File: src/sv/rfd_pkg.sv
package rfd_pkg;

  localparam int unsigned REPORT_DEPTH_DEF  = 256;
  localparam int unsigned COMMAND_DEPTH_DEF = 512;
  localparam int unsigned ENERGY_SLOTS_DEF  = 32;

  localparam logic [7:0] CMD_HDR  [4] = '{8'hFD, 8'hFC, 8'hFB, 8'hFA};
  localparam logic [7:0] DATA_HDR [4] = '{8'hF4, 8'hF3, 8'hF2, 8'hF1};
  localparam logic [31:0] DATA_HDR_WORD = 32'hF4F3F2F1;
  localparam logic [31:0] DATA_FTR_WORD = 32'hF8F7F6F5;

  localparam logic [15:0] CMD_READ_PARAM = 16'h0008;
  localparam logic [15:0] PID_MAX_DIST   = 16'h0001;
  localparam logic [7:0]  PID_NONE_ZERO  = 8'h00;
  localparam logic [7:0]  PID_NONE_ONE   = 8'h01;
  localparam logic [7:0]  PID_NONE_ACK   = 8'h06;

  localparam int unsigned HDR_LEN     = 4;
  localparam int unsigned MIN_FRAME   = 8;
  localparam int unsigned MIN_REPORT  = 9;
  localparam int unsigned ENERGY_BASE = 9;
  localparam int unsigned CMD_CAP     = 12;  // command bytes 4..15 kept in flops
  localparam int unsigned RPT_CAP     = 5;   // report bytes 4..8 kept in flops

  typedef enum logic [1:0] {
    KIND_PARAM  = 2'd0,
    KIND_DIST   = 2'd1,
    KIND_ENERGY = 2'd2
  } rfd_kind_e;

  typedef enum logic [2:0] {
    ST_IDLE,
    ST_HEAD,
    ST_FETCH,
    ST_WAIT,
    ST_SEND
  } rfd_state_e;

  typedef struct packed {
    rfd_kind_e   result_kind;
    logic        last_of_run;
    logic [15:0] command_code;
    logic [15:0] parameter_id;
    logic        ack_good;
    logic [63:0] raw_value;
    logic [7:0]  detection_code;
    logic [15:0] target_distance;
    logic [15:0] report_length;
    logic [31:0] energy_word;
    logic        max_distance_known;
    logic [31:0] max_distance_tenths;
  } rfd_result_t;

  typedef struct packed {
    logic        valid;
    logic [31:0] tenths;
  } rfd_max_t;

  typedef struct packed {
    logic        is_cmd;
    logic [15:0] cmd;
    logic [15:0] pid;
    logic        ack;
    logic [63:0] raw;
    logic [7:0]  det;
    logic [15:0] tdist;
    logic [15:0] rlen;
  } rfd_evt_t;

endpackage

File: src/sv/rfd_rx_if.sv
interface rfd_rx_if;
  logic       valid;
  logic       ready;
  logic [7:0] rx_byte;

  modport source (output valid, output rx_byte, input ready);
  modport sink (input valid, input rx_byte, output ready);
endinterface

File: src/sv/rfd_res_if.sv
interface rfd_res_if
  import rfd_pkg::*;
();
  logic        valid;
  logic        ready;
  rfd_result_t payload;

  modport source (output valid, output payload, input ready);
  modport sink (input valid, input payload, output ready);
endinterface

File: src/sv/rfd_mem.sv
module rfd_mem #(
  parameter int unsigned DEPTH = 256,
  parameter int unsigned AW    = 8
) (
  input  logic          clk_i,
  input  logic          we_i,
  input  logic [AW-1:0] waddr_i,
  input  logic [7:0]    wdata_i,
  input  logic [AW-1:0] raddr_i,
  output logic [7:0]    rdata_o
);

  logic [7:0] mem_q [DEPTH];
  logic [7:0] rdata_q;

  always_ff @(posedge clk_i) begin
    if (we_i) begin
      mem_q[waddr_i] <= wdata_i;
    end
    rdata_q <= mem_q[raddr_i];
  end

  assign rdata_o = rdata_q;

endmodule

File: src/sv/rfd_frame.sv
module rfd_frame
  import rfd_pkg::*;
#(
  parameter int unsigned REPORT_DEPTH  = REPORT_DEPTH_DEF,
  parameter int unsigned COMMAND_DEPTH = COMMAND_DEPTH_DEF,
  localparam int unsigned RFW = $clog2(REPORT_DEPTH + 1),
  localparam int unsigned CFW = $clog2(COMMAND_DEPTH + 1),
  localparam int unsigned RAW = $clog2(REPORT_DEPTH)
) (
  input  logic           clk_i,
  input  logic           rst_ni,
  input  logic           acc_i,
  input  logic [7:0]     byte_i,
  output logic           mem_we_o,
  output logic [RAW-1:0] mem_waddr_o,
  output logic [7:0]     mem_wdata_o,
  output logic           evt_v_o,
  output rfd_evt_t       evt_o,
  output logic [RFW-1:0] evt_len_o,
  output rfd_max_t       max_o
);

  logic [1:0]     cm_q, cm_d, dm_q, dm_d;
  logic           in_cmd_q, in_cmd_d, in_rep_q, in_rep_d;
  logic [RFW-1:0] rfill_q, rfill_d, rnf;
  logic [CFW-1:0] cfill_q, cfill_d, cnf;
  logic [31:0]    last4_q, last4_d;
  logic [7:0]     rb_q [RPT_CAP];
  logic [7:0]     rb_d [RPT_CAP];
  logic [7:0]     cb_q [CMD_CAP];
  logic [7:0]     cb_d [CMD_CAP];
  rfd_max_t       max_q, max_d;
  logic           evt_v_q, evt_v_d;
  rfd_evt_t       evt_q, evt_d;
  logic [RFW-1:0] elen_q, elen_d;
  logic           consumed;
  logic [16:0]    rexp, cexp;
  logic [15:0]    dlen, ccmd, cpid, cack;

  always_comb begin
    cm_d     = cm_q;
    dm_d     = dm_q;
    in_cmd_d = in_cmd_q;
    in_rep_d = in_rep_q;
    rfill_d  = rfill_q;
    cfill_d  = cfill_q;
    last4_d  = last4_q;
    rb_d     = rb_q;
    cb_d     = cb_q;
    max_d    = max_q;
    evt_v_d  = 1'b0;
    evt_d    = evt_q;
    elen_d   = elen_q;
    consumed = 1'b0;
    mem_we_o = 1'b0;
    rnf      = rfill_q;
    cnf      = cfill_q;
    rexp     = '0;
    cexp     = '0;
    dlen     = {cb_d[1], cb_d[0]};
    ccmd     = {cb_d[3], cb_d[2]};
    cpid     = {cb_d[5], cb_d[4]};
    cack     = {cb_d[7], cb_d[6]};

    if (acc_i) begin
      // Command header matcher has first claim on the byte.
      if (!in_cmd_q) begin
        if (byte_i == CMD_HDR[cm_q]) begin
          consumed = 1'b1;
          if (cm_q == 2'd3) begin
            in_cmd_d = 1'b1;
            cfill_d  = CFW'(HDR_LEN);
            cm_d     = '0;
          end else begin
            cm_d = cm_q + 2'd1;
          end
        end else begin
          cm_d = '0;
        end
      end

      if (!consumed && !in_rep_q) begin
        if (byte_i == DATA_HDR[dm_q]) begin
          consumed = 1'b1;
          if (dm_q == 2'd3) begin
            in_rep_d = 1'b1;
            rfill_d  = RFW'(HDR_LEN);
            last4_d  = DATA_HDR_WORD;
            dm_d     = '0;
          end else begin
            dm_d = dm_q + 2'd1;
          end
        end else begin
          dm_d = '0;
        end
      end

      if (!consumed && in_rep_q) begin
        if (rfill_q < RFW'(REPORT_DEPTH)) begin
          mem_we_o = 1'b1;
          rnf      = rfill_q + RFW'(1);
          last4_d  = {last4_q[23:0], byte_i};
          for (int i = 0; i < RPT_CAP; i++) begin
            if (rfill_q == RFW'(HDR_LEN + i)) rb_d[i] = byte_i;
          end
        end
        rfill_d = rnf;
        rexp    = 17'(MIN_FRAME) + {1'b0, rb_d[3], rb_d[2]};
        if (rnf >= RFW'(MIN_FRAME) && 17'(rnf) >= rexp && last4_d == DATA_FTR_WORD) begin
          in_rep_d = 1'b0;
          rfill_d  = '0;
          // Drop short reports and zero length words.
          if (rnf >= RFW'(MIN_REPORT) && {rb_d[1], rb_d[0]} != 16'd0) begin
            evt_v_d     = 1'b1;
            elen_d      = rnf;
            evt_d       = '0;
            evt_d.det   = rb_d[2];
            evt_d.tdist = {rb_d[4], rb_d[3]};
            evt_d.rlen  = {rb_d[1], rb_d[0]};
          end
        end
      end else if (!consumed && in_cmd_q) begin
        if (cfill_q < CFW'(COMMAND_DEPTH)) begin
          cnf = cfill_q + CFW'(1);
          for (int i = 0; i < CMD_CAP; i++) begin
            if (cfill_q == CFW'(HDR_LEN + i)) cb_d[i] = byte_i;
          end
        end
        dlen    = {cb_d[1], cb_d[0]};
        ccmd    = {cb_d[3], cb_d[2]};
        cpid    = {cb_d[5], cb_d[4]};
        cack    = {cb_d[7], cb_d[6]};
        cfill_d = cnf;
        cexp    = 17'(MIN_FRAME) + {1'b0, dlen};
        if (cnf >= CFW'(MIN_FRAME) && 17'(cnf) >= cexp) begin
          in_cmd_d     = 1'b0;
          cfill_d      = '0;
          evt_v_d      = 1'b1;
          evt_d        = '0;
          evt_d.is_cmd = 1'b1;
          evt_d.cmd    = ccmd;
          if (dlen >= 16'd8) begin
            evt_d.pid = cpid;
            evt_d.ack = (cack == 16'd0);
            evt_d.raw = {32'd0, cb_d[11], cb_d[10], cb_d[9], cb_d[8]};
            if (cack == 16'd0 && ccmd == CMD_READ_PARAM && cpid == PID_MAX_DIST) begin
              max_d.valid  = 1'b1;
              max_d.tenths = {cb_d[11], cb_d[10], cb_d[9], cb_d[8]};
            end
          end else if (dlen >= 16'd2) begin
            if (cb_d[4] != PID_NONE_ZERO && cb_d[4] != PID_NONE_ONE &&
                cb_d[4] != PID_NONE_ACK) begin
              evt_d.pid = {8'd0, cb_d[4]};
            end
            // Short value: data length minus one bytes from byte nine on.
            for (int i = 0; i < 6; i++) begin
              if (16'(i) < dlen - 16'd1) evt_d.raw[8*i +: 8] = cb_d[5 + i];
            end
          end
        end
      end
    end
  end

  assign mem_waddr_o = rfill_q[RAW-1:0];
  assign mem_wdata_o = byte_i;

  always_ff @(posedge clk_i or negedge rst_ni) begin
    if (!rst_ni) begin
      cm_q     <= '0;
      dm_q     <= '0;
      in_cmd_q <= 1'b0;
      in_rep_q <= 1'b0;
      rfill_q  <= '0;
      cfill_q  <= '0;
      max_q    <= '0;
      evt_v_q  <= 1'b0;
    end else begin
      cm_q     <= cm_d;
      dm_q     <= dm_d;
      in_cmd_q <= in_cmd_d;
      in_rep_q <= in_rep_d;
      rfill_q  <= rfill_d;
      cfill_q  <= cfill_d;
      max_q    <= max_d;
      evt_v_q  <= evt_v_d;
    end
  end

  always_ff @(posedge clk_i) begin
    last4_q <= last4_d;
    rb_q    <= rb_d;
    cb_q    <= cb_d;
    evt_q   <= evt_d;
    elen_q  <= elen_d;
  end

  assign evt_v_o   = evt_v_q;
  assign evt_o     = evt_q;
  assign evt_len_o = elen_q;
  assign max_o     = max_q;

endmodule

File: src/sv/rfd_emit.sv
module rfd_emit
  import rfd_pkg::*;
#(
  parameter int unsigned REPORT_DEPTH = REPORT_DEPTH_DEF,
  parameter int unsigned ENERGY_SLOTS = ENERGY_SLOTS_DEF,
  localparam int unsigned RFW = $clog2(REPORT_DEPTH + 1),
  localparam int unsigned RAW = $clog2(REPORT_DEPTH),
  localparam int unsigned PW  = $clog2(REPORT_DEPTH + 8),
  localparam int unsigned SW  = $clog2(ENERGY_SLOTS + 1)
) (
  input  logic           clk_i,
  input  logic           rst_ni,
  input  logic           evt_v_i,
  input  rfd_evt_t       evt_i,
  input  logic [RFW-1:0] evt_len_i,
  input  rfd_max_t       max_i,
  output logic [RAW-1:0] mem_raddr_o,
  input  logic [7:0]     mem_rdata_i,
  output logic           idle_o,
  rfd_res_if.source      res_o
);

  rfd_state_e  state_q, state_d;
  logic [PW-1:0] pos_q, rd_pos, len_x;
  logic [SW-1:0] words_q;
  logic [1:0]    k_q, lane_q;
  logic          rdv_q;
  logic [31:0]   word_q;
  logic          out_v_q;
  rfd_result_t   out_q, load_val;
  logic          free, load, head_last, word_more;

  assign free      = !out_v_q || res_o.ready;
  assign len_x     = PW'(evt_len_i);
  assign head_last = !(PW'(ENERGY_BASE + 3) < len_x);
  assign word_more = (pos_q + PW'(7) < len_x) && (words_q < SW'(ENERGY_SLOTS - 1));
  assign rd_pos    = pos_q + PW'(k_q);

  always_comb begin
    state_d = state_q;
    unique case (state_q)
      ST_IDLE:  if (evt_v_i) state_d = ST_HEAD;
      ST_HEAD:  if (free) state_d = (evt_i.is_cmd || head_last) ? ST_IDLE : ST_FETCH;
      ST_FETCH: if (k_q == 2'd3) state_d = ST_WAIT;
      ST_WAIT:  state_d = ST_SEND;
      ST_SEND:  if (free) state_d = word_more ? ST_FETCH : ST_IDLE;
      default:  state_d = ST_IDLE;
    endcase
  end

  always_comb begin
    load     = free && (state_q == ST_HEAD || state_q == ST_SEND);
    load_val = '0;
    unique case (state_q)
      ST_HEAD: begin
        if (evt_i.is_cmd) begin
          load_val.result_kind  = KIND_PARAM;
          load_val.last_of_run  = 1'b1;
          load_val.command_code = evt_i.cmd;
          load_val.parameter_id = evt_i.pid;
          load_val.ack_good     = evt_i.ack;
          load_val.raw_value    = evt_i.raw;
        end else begin
          load_val.result_kind     = KIND_DIST;
          load_val.last_of_run     = head_last;
          load_val.detection_code  = evt_i.det;
          load_val.target_distance = evt_i.tdist;
          load_val.report_length   = evt_i.rlen;
        end
      end
      ST_SEND: begin
        load_val.result_kind = KIND_ENERGY;
        load_val.last_of_run = !word_more;
        load_val.energy_word = word_q;
      end
      default: load_val.result_kind = KIND_PARAM;
    endcase
    load_val.max_distance_known  = max_i.valid;
    load_val.max_distance_tenths = max_i.tenths;
  end

  always_ff @(posedge clk_i or negedge rst_ni) begin
    if (!rst_ni) begin
      state_q <= ST_IDLE;
      pos_q   <= '0;
      words_q <= '0;
      k_q     <= '0;
      rdv_q   <= 1'b0;
      out_v_q <= 1'b0;
    end else begin
      state_q <= state_d;
      rdv_q   <= (state_q == ST_FETCH);
      if (state_q == ST_HEAD) begin
        pos_q   <= PW'(ENERGY_BASE);
        words_q <= '0;
        k_q     <= '0;
      end else if (state_q == ST_FETCH) begin
        k_q <= k_q + 2'd1;
      end else if (state_q == ST_SEND && free) begin
        pos_q   <= pos_q + PW'(4);
        words_q <= words_q + SW'(1);
        k_q     <= '0;
      end
      if (load) begin
        out_v_q <= 1'b1;
      end else if (res_o.ready) begin
        out_v_q <= 1'b0;
      end
    end
  end

  always_ff @(posedge clk_i) begin
    lane_q <= k_q;
    if (rdv_q) begin
      word_q[8*lane_q +: 8] <= mem_rdata_i;
    end
    if (load) begin
      out_q <= load_val;
    end
  end

  assign mem_raddr_o   = rd_pos[RAW-1:0];
  assign idle_o        = (state_q == ST_IDLE);
  assign res_o.valid   = out_v_q;
  assign res_o.payload = out_q;

endmodule

File: src/sv/radar_frame_deframer_core.sv
// Radar frame deframer: splits the sensor byte stream into command and data
// frames and reports what they carry.
//
// rx_i: one received byte per beat (valid/ready). res_o: one result per beat,
// a parameter response, a distance report, or a raw energy word, with
// last_of_run set on the final result caused by a byte.
//
// A byte that completes no frame leaves input ready; the next byte can be
// taken on the following cycle. A completing byte holds off input while the
// event is registered and the first result is loaded. Each energy word after
// a distance report takes four one-byte reads of the report store (one read
// port, registered read data), a wait for the last read to land, then the
// send, which waits while the output register is full and not taken.
// Command bytes 4..15 and report bytes 4..8 sit in flops; energy words come
// from the report store.
//
// Reset clears matchers, fill counts, the maximum-distance state and the
// output register; store contents stay undefined and are read only after
// being written within the current frame. When the receiver stalls, the
// output register holds its beat and the emitter waits; input stays blocked
// only while a run of results is still being produced.
module radar_frame_deframer_core
  import rfd_pkg::*;
#(
  parameter int unsigned REPORT_DEPTH  = REPORT_DEPTH_DEF,
  parameter int unsigned COMMAND_DEPTH = COMMAND_DEPTH_DEF,
  parameter int unsigned ENERGY_SLOTS  = ENERGY_SLOTS_DEF
) (
  input  logic       clk_i,
  input  logic       rst_ni,
  rfd_rx_if.sink     rx_i,
  rfd_res_if.source  res_o
);

  localparam int unsigned RFW = $clog2(REPORT_DEPTH + 1);
  localparam int unsigned RAW = $clog2(REPORT_DEPTH);

  logic           acc;
  logic           mem_we;
  logic [RAW-1:0] mem_waddr, mem_raddr;
  logic [7:0]     mem_wdata, mem_rdata;
  logic           evt_v;
  rfd_evt_t       evt;
  logic [RFW-1:0] evt_len;
  rfd_max_t       max_s;
  logic           emit_idle;

  // Take a byte only when no run of results is pending.
  assign rx_i.ready = emit_idle && !evt_v;
  assign acc        = rx_i.valid && rx_i.ready;

  rfd_frame #(
    .REPORT_DEPTH (REPORT_DEPTH),
    .COMMAND_DEPTH(COMMAND_DEPTH)
  ) u_frame (
    .clk_i      (clk_i),
    .rst_ni     (rst_ni),
    .acc_i      (acc),
    .byte_i     (rx_i.rx_byte),
    .mem_we_o   (mem_we),
    .mem_waddr_o(mem_waddr),
    .mem_wdata_o(mem_wdata),
    .evt_v_o    (evt_v),
    .evt_o      (evt),
    .evt_len_o  (evt_len),
    .max_o      (max_s)
  );

  // Report store: one write port from the gatherer, one read port for words.
  rfd_mem #(
    .DEPTH(REPORT_DEPTH),
    .AW   (RAW)
  ) u_mem (
    .clk_i  (clk_i),
    .we_i   (mem_we),
    .waddr_i(mem_waddr),
    .wdata_i(mem_wdata),
    .raddr_i(mem_raddr),
    .rdata_o(mem_rdata)
  );

  rfd_emit #(
    .REPORT_DEPTH(REPORT_DEPTH),
    .ENERGY_SLOTS(ENERGY_SLOTS)
  ) u_emit (
    .clk_i      (clk_i),
    .rst_ni     (rst_ni),
    .evt_v_i    (evt_v),
    .evt_i      (evt),
    .evt_len_i  (evt_len),
    .max_i      (max_s),
    .mem_raddr_o(mem_raddr),
    .mem_rdata_i(mem_rdata),
    .idle_o     (emit_idle),
    .res_o      (res_o)
  );

  // A parameter response always ends its run.
  a_param_last: assert property (@(posedge clk_i) disable iff (!rst_ni)
    res_o.valid && res_o.payload.result_kind == KIND_PARAM |-> res_o.payload.last_of_run)
    else $error("parameter response without last_of_run");

  // Once a maximum distance is known it stays known.
  a_max_sticky: assert property (@(posedge clk_i) disable iff (!rst_ni)
    !$fell(max_s.valid))
    else $error("maximum distance lost");

  // Every completed frame event starts an emission run.
  a_evt_starts: assert property (@(posedge clk_i) disable iff (!rst_ni)
    evt_v |=> !emit_idle)
    else $error("frame event not picked up");

endmodule
File: src/flat_wrapper.sv
// flat-port wrapper written by rule: the top's interface ports become plain ports
module radar_frame_deframer_core_flat import rfd_pkg::*;
#(
  parameter int unsigned REPORT_DEPTH  = REPORT_DEPTH_DEF,
  parameter int unsigned COMMAND_DEPTH = COMMAND_DEPTH_DEF,
  parameter int unsigned ENERGY_SLOTS  = ENERGY_SLOTS_DEF
)
  (clk_i, rst_ni, rx_i_valid, rx_i_rx_byte, rx_i_ready, res_o_valid, res_o_payload, res_o_ready);
  rfd_rx_if rx_i_i ();
  rfd_res_if res_o_i ();
  input  logic clk_i;
  input  logic rst_ni;
  input wire logic [$bits(rx_i_i.valid)-1:0] rx_i_valid;
  input wire logic [$bits(rx_i_i.rx_byte)-1:0] rx_i_rx_byte;
  output wire logic [$bits(rx_i_i.ready)-1:0] rx_i_ready;
  output wire logic [$bits(res_o_i.valid)-1:0] res_o_valid;
  output wire logic [$bits(res_o_i.payload)-1:0] res_o_payload;
  input wire logic [$bits(res_o_i.ready)-1:0] res_o_ready;
  assign rx_i_i.valid = rx_i_valid;
  assign rx_i_i.rx_byte = rx_i_rx_byte;
  assign rx_i_ready = rx_i_i.ready;
  assign res_o_valid = res_o_i.valid;
  assign res_o_payload = res_o_i.payload;
  assign res_o_i.ready = res_o_ready;
  radar_frame_deframer_core #(.REPORT_DEPTH(REPORT_DEPTH), .COMMAND_DEPTH(COMMAND_DEPTH), .ENERGY_SLOTS(ENERGY_SLOTS)) u_core (.clk_i(clk_i), .rst_ni(rst_ni), .rx_i(rx_i_i), .res_o(res_o_i));
endmodule
File: config.mk
export PLATFORM = sky130hd
export DESIGN_NAME = radar_frame_deframer_core_flat
export DESIGN_NICKNAME = d
export VERILOG_FILES = /design/src/sv/rfd_pkg.sv /design/src/sv/rfd_rx_if.sv /design/src/sv/rfd_res_if.sv /design/src/sv/rfd_mem.sv /design/src/sv/rfd_frame.sv /design/src/sv/rfd_emit.sv /design/src/sv/radar_frame_deframer_core.sv /design/src/flat_wrapper.sv
export SDC_FILE = /design/constraint.sdc
export NUM_CORES = 2
export LEC_CHECK = 0
export ABC_AREA = 1
export ABC_CLOCK_PERIOD_IN_PS = 13930
export BUFFER_PORTS_ARGS = -buffer_cell sky130_fd_sc_hd__buf_2
export CORE_MARGIN = 10
export CORE_UTILIZATION = 30
export DETAILED_ROUTE_END_ITERATION = 10
export GPL_ROUTABILITY_DRIVEN = 0
export PLACE_DENSITY_LB_ADDON = 0.25
export SLEW_MARGIN = 20
export SYNTH_ARGS = -nofsm -noshare
export SYNTH_HDL_FRONTEND = slang
export SYNTH_SLANG_ARGS = --single-unit
File: constraint.sdc
create_clock -name clk_i -period 13.93 [get_ports clk_i]
set_input_delay 2.0895 -clock clk_i [delete_from_list [all_inputs] [get_ports clk_i]]
set_output_delay 2.0895 -clock clk_i [all_outputs]
set_load 0.05 [all_outputs]
### After elaboration in Yosys (flattened, before gate mapping)

Memories as Yosys holds them, arrays and structs flattened. A register that Yosys moved wholly into a read port is not among the register bits.
Cells that the tools add are included.

* memories kept: 1
* bits of input ports: 12
* register bits: 635
* RAM bits: 2048
* output and inout port bits: 207
* logic and storage cells: 311

* equal/unequal tests: 38
* muxes and demuxes: 126
* shifts and indexed selects: 2
* reduce and logical (&&, ||, !) cells: 50
* add/sub/neg operators: 13
* order comparisons: 20
* bitwise operators: 5

Memories
* u_core.u_mem.mem_q: words 256, width 8, read ports 1, clocked after Yosys merged registers in 1, wr ports 1, RTL line rfd_mem.sv:13 `logic [7:0] mem_q [DEPTH];`

Operator list (number)
* $mux 138: 5
* $mux 96: 4
* $mux 8: 29
* $mux 32: 7
* $mux 40: 3
* $mux 10: 10
* $mux 9: 11
* $mux 48: 2
* $eq 10x4->1 const B: 8
* $eq 10x3->1 const B: 4
* $eq 9x3->1 const B: 4
* $add 4x16->17 const A: 2
* $neg 5->34: 1
* $shift 8x34->32 const A: 1
* $shiftx 8x34->32: 1
* $bmux 8 s2: 2
* $bwmux 32: 1
* $eq 32x32->1 const B: 1
* $lt 1x16->1 const A: 2
* $lt 2x16->1 const A: 2
* $lt 3x16->1 const A: 2
* $mux 1: 30
* $mux 2: 10
* $add 9x3->9 const B: 2
* 54 further kinds: 110

### Logic depth before layout (Yosys ltp)

* depth in word-level cells: 26
* depth in mapped cells: 26

### Modules after synthesis

Synthesis repeated with hierarchy kept, for this count alone.

* cells, all modules: 10132
* area total of the unflattened synthesis: 113086.0 um2

By module, submodules not included
* rfd_mem: area an instance 83396.2 um2, times used 1, seq. area each 61659.1 um2, cells each 7003
* rfd_frame: area an instance 19209.7 um2, times used 1, seq. area each 10455.0 um2, cells each 2238
* rfd_emit: area an instance 10456.3 um2, times used 1, seq. area each 7682.4 um2, cells each 886
* radar_frame_deframer_core: area an instance 23.8 um2, times used 1, seq. area each 0.0 um2, cells each 5

### Worst setup path before layout

Ideal clock, no wire load.

* path kind: input to register
* from: input port res_o_ready
* to: register u_core.u_emit.out_q (netlist bit u_core.u_emit.res_o.payload[0]) (enable)
* data arrival time: 11241 ps
* stages on the path: 2
* data required time: 13129 ps
* path slack: 1888 ps
* buffers on the path: 0
* library setup time: 801 ps
* cells stage by stage: nor2_1 > a21oi_1

* cells in the longest elaborated chain, start to end: 2

Ends and longest elaborated chain
* from (decl): RTL line flat_wrapper.sv:18 `input wire logic [$bits(res_o_i.ready)-1:0] res_o_ready;`
* $logic_or 1x1->1: RTL line rfd_emit.sv:33 `assign free = !out_v_q || res_o.ready;`
* $logic_and 1x1->1: RTL line rfd_emit.sv:52 `load = free && (state_q == ST_HEAD || state_q == ST_SEND);`
* named net u_core.u_emit.load: RTL line rfd_emit.sv:31 `logic free, load, head_last, word_more;`
* to (signal assigned): RTL line rfd_emit.sv:118 `out_q <= load_val;`
* to (decl): RTL line rfd_emit.sv:30 `rfd_result_t out_q, load_val;`

The timed path passes the listed nets, and every way through them passes these cells.
A chain may end at the register's enable or synchronous reset.

### Final worst setup path

* from: input port rx_i_rx_byte[6]
* to: register u_core.u_frame.evt_q (netlist bit u_core.u_frame.evt_o[28]) (enable)

* cells in the longest elaborated chain, start to end: 14
* elaborated cells on any way between the ends: 46
* those cells by class: 2 x add/sub; 2 x order compare; 5 x eq/ne; 24 x mux; 13 x reduce/logical

Ends and longest elaborated chain
* from (decl): RTL line flat_wrapper.sv:14 `input wire logic [$bits(rx_i_i.rx_byte)-1:0] rx_i_rx_byte;`
* branches (longest 13 deep; another with $add 4x16->17)
* $reduce_and 5->1 (no line) (*)
* to (signal assigned): RTL line rfd_frame.sv:194 `evt_q <= evt_d;`
* to (decl): RTL line rfd_frame.sv:34 `rfd_evt_t evt_q, evt_d;`

Mark *: on every way between the ends. The select of a mux whose other input is x is not followed.

==> results.md <==
* Vert. Die Dim at 625 µm
* DRC at 0
* Cts hold-fix bufs at 0
* GRT overflow at 0
* Setup violations, final at 0
* Req. time, crit path at 14.39 ns
* CTS tree: yes
* Post-Syn Area at 110000 µm²
* Tmin final at 6.98 ns
* Largest family of logic cells by synthesized area: simple AND/OR/NAND/NOR gates
* Worst relative slew slack at 27.3%
* Mapped Cells at 9380
* Worst slew pin tran at 1.09 ns
* Non-Filler Instances at 14500
* Ys async rst share at 3.01%
* Worst Hold Endpoint: u_core.u_emit.res_o.payload[29]
* Clk_skew at 0.101 ns
* Pleak at 42.8 nW
* Worst flop-to-flop path endpoint: u_core.u_frame.evt_o[28]
* Post-synth EDFFs at 2568
* Routed wire per std cell at 23.5 µm
* Clock Latency Late Sink at 0.92 ns
* Max_cap viols at 0
* Root buffer cell: clkbuf_16
* Met1 Use GR at 22.6%
* Worst R2R Path Depth at 23
* Combinational share of power at 1.9%
* Largest net degree at the start of global routing at 216
* DRT iter0 DRCs at 7804
* CP Launch Type: input port
* Syn-to-layout area delta at 14.2%
* Max-slew violation total from the final report at 0
* GRT Total Usage at 16.6%
* Synthesis-stage register bit count at 2658
* Met2 Use GR at 27.3%
* Placed cells at 13900
* Via count at 73700
* Largest cells by area after synthesis: edfxtp_1 70%, nor2_1 6.2%, o21ai_0 5.7%
* Clock Tree Buf Depth at 4
* Cell taking the most area after synthesis: edfxtp_1
* Initial antenna violation count at 18
* Setup CP Type: in -> reg
* Pre-CTS setup slack at 5.90 ns
* Switching fraction of total power at 21.1%
* Flop pwr share at 51.9%
* Worst setup margin at 6.95 ns
* Sw power at 3.58 mW
* Row cnt at 222
* Highest clock rate at 143 MHz
* Xor/xnor share of the synthesized area at 0.263%
* Clock power frac at 46.2%
* Ys Warns at 0
* Synth Area in Simple Gates at 13.0%
* Die ar. at 391000 µm²
* First-pass detailed-route iteration total at 6
* Port-buffer cells at 202
* Vias in the first global route at 73400
* Fin crit share at 50.1%
* Depth of the worst hold-timing path at 0
* Post-synthesis compound-gate area fraction at 9.92%
* Hold path startpoint: u_core.u_frame.max_o[29]
* HP Class: reg -> reg
* Final ANT Viol Nets at 0
* Routed WL at 340 mm
* CTS clk-pin slew, worst paths at 0.06 ns
* First-pass GRT wire length at 497 mm
* Sequential element share of the synthesized area at 72.2%
* Post-Synth Adder-Cell Area at 0.626%
* Maximum VDD drop at 0.000106 V
* Power Internal at 13.3 mW
* CP Data Arrival Time at 7.44 ns
* Number of I/O pins at 219
* Synth top area share at 70.2%
* PD cells at 135 nW/µm²
* Vias per cell at 5.09
* Top-count cell post-synth: edfxtp_1
* Mux cell area share after synthesis at 0%
* Core box area at 365000 µm²
* Crit end category: flip-flop
* H-tree depth at 5
* Dpl hpwl at 208 mm
* Gr busiest metal: met2
* Setup TNS at 0 ns
* Syn Area/Cell at 11.7 µm²
* Post-synth cell types at 55
* R2R Path Start: u_core.u_frame.cfill_q[0]
* Post-CTS Repair Setup Buffers at 0
* Layout cells sized above 1 at 8.99%
* RSZ-0062 raised after global routing: no
* Nets at 9487
* Width of the die at 625 µm
* R2R Setup Slk at 7.56 ns
* Num CTS Buffers at 293
* Met3 Use GR at 2.67%
* Worst-path maximum fanout at 72
* Hold Fails Final Rpt at 0
* Status: finished clean
* CTS Sinks at 2658
* Most common library cells after synthesis: 2568 x edfxtp_1, 1829 x nor2_1, 1256 x o21ai_0, 1060 x nand2_1, 566 x o22ai_1
* Initial Util at 30.1%
* Post-CTS sizing at 0
* Post-synth top flop: edfxtp_1
## registers in the layout, summed over array words and instances (netlist names), 8 cells and up
signal	count
u_core.u_emit.res_o.payload	189
u_core.u_emit.word_q	32
u_core.u_frame.evt_o	122
u_core.u_frame.cfill_q	10
u_core.u_frame.rb_q	40
u_core.u_frame.rfill_q	9
u_core.u_emit.pos_q	8
u_core.u_frame.cb_q	96
u_core.u_mem.rdata_o	8
u_core.u_mem.mem_q	2048
u_core.u_frame.last4_q	32
u_core.u_frame.evt_len_o	9
u_core.u_frame.max_o	33
## power by group through the flow
stage	registers [mW]	logic, mW	clock network (mW)
after floorplan	8.94	0.113	0
after global placement	8.94	0.325	0
after detailed placement	8.94	0.326	0
after CTS	8.77	0.327	7.97
after global routing	8.77	0.350	8.29
final	8.78	0.322	7.82
## cell type report
class | instances | area [µm²]
Inverter | 532 | 2020
Sequential cell | 2658 | 79300
Fill cell | 35900 | 240000
Antenna cell | 5 | 12.5
Clock inverter | 171 | 1860
Timing Repair Buffer | 322 | 2080
Multi-Input combinational cell | 5613 | 26500
Clock buffer | 360 | 7730
Tap cell | 4816 | 6030
## worst max path at each step
stage	start	endpoint	cells after the start	slack (ns)
after floorplan	res_o_ready	u_core.u_emit.res_o.payload[0]	2	1.89
after global placement	rx_i_rx_byte[6]	u_core.u_frame.evt_o[24]	19	5.83
after detailed placement	rx_i_rx_byte[6]	u_core.u_frame.evt_o[30]	15	5.90
after CTS	rx_i_rx_byte[6]	u_core.u_frame.evt_o[24]	15	6.76
after global routing	rx_i_rx_byte[6]	u_core.u_frame.evt_o[121]	19	6.49
final	rx_i_rx_byte[6]	u_core.u_frame.evt_o[28]	19	6.95
## worst max-delay path, cell delays in order
cell,delay [ns]
buf_8,0.38
buf_4,0.43
nand2_1,0.09
nor2_1,0.24
nand2_1,0.07
nor2_1,0.24
nand3_1,0.29
nand3_4,0.56
nand2_1,0.15
nand2_1,0.11
nand2_1,0.07
nor2_1,0.11
nand2_1,0.13
nor2_1,0.14
nand2_1,0.06
nor2_1,0.14
nand4_1,0.30
nand2_4,0.69
buf_4,0.81
## cells in the final DEF (no fill, tap or decap), types with 9 or more instances in the layout
master / netlist / layout
edfxtp_1: 2568 / 2568
nor2_1: 1829 / 1828
o21ai_0: 1256 / 1255
nand2_1: 1060 / 1051
o22ai_1: 566 / 566
inv_1: 516 / 513
nand3_1: 433 / 430
clkbuf_16: 0 / 297
buf_2: 18 / 193
buf_4: 23 / 114
dfrtp_1: 80 / 79
a21oi_1: 79 / 78
nor3_1: 58 / 57
clkinv_1: 6 / 57
clkbuf_1: 511 / 57
clkinv_2: 1 / 55
ha_1: 55 / 53
o21ai_1: 37 / 37
nand4_1: 35 / 35
bufinv_16: 0 / 30
xor2_1: 29 / 26
a31oi_1: 20 / 20
or2_2: 19 / 19
nand2_4: 9 / 16
nand2_2: 14 / 16
conb_1: 1 / 16
a21boi_0: 11 / 11
nor2_2: 11 / 10
inv_2: 9 / 10
dfxtp_1: 10 / 10
o21a_1: 9 / 9
inv_6: 0 / 9
## cell families (layout without fill, tap and decap cells)
group,after synthesis,in the layout
AO/OA/AOI/OAI,2005,2005
flip-flops,2658,2658
adder cells (fa/ha/maj),55,55
buffers and inverters,1124,1385
XOR/XNOR,33,33
AND/OR/NAND/NOR,3504,3504
other,1,21
## layer usage
metal	part of all wire (%)	wire length, µm
met1	43	146000
met2	47	161000
met3	6.7	22800
met4	3.2	10800
met5	0.0068	23
## per-stage QoR
step	util (%)	area (µm²)	hold slack (ns)	total power, mW
floorplan	-	110000	0.411	9.05
global placement	31.7	116000	0.447	9.27
detailed placement	31.7	116000	0.448	9.27
CTS	34.4	126000	0.456	17.1
global route	34.4	126000	0.468	17.4
finish	34.4	126000	0.457	16.9
Note: power is estimated with default switching activity, not from simulation.
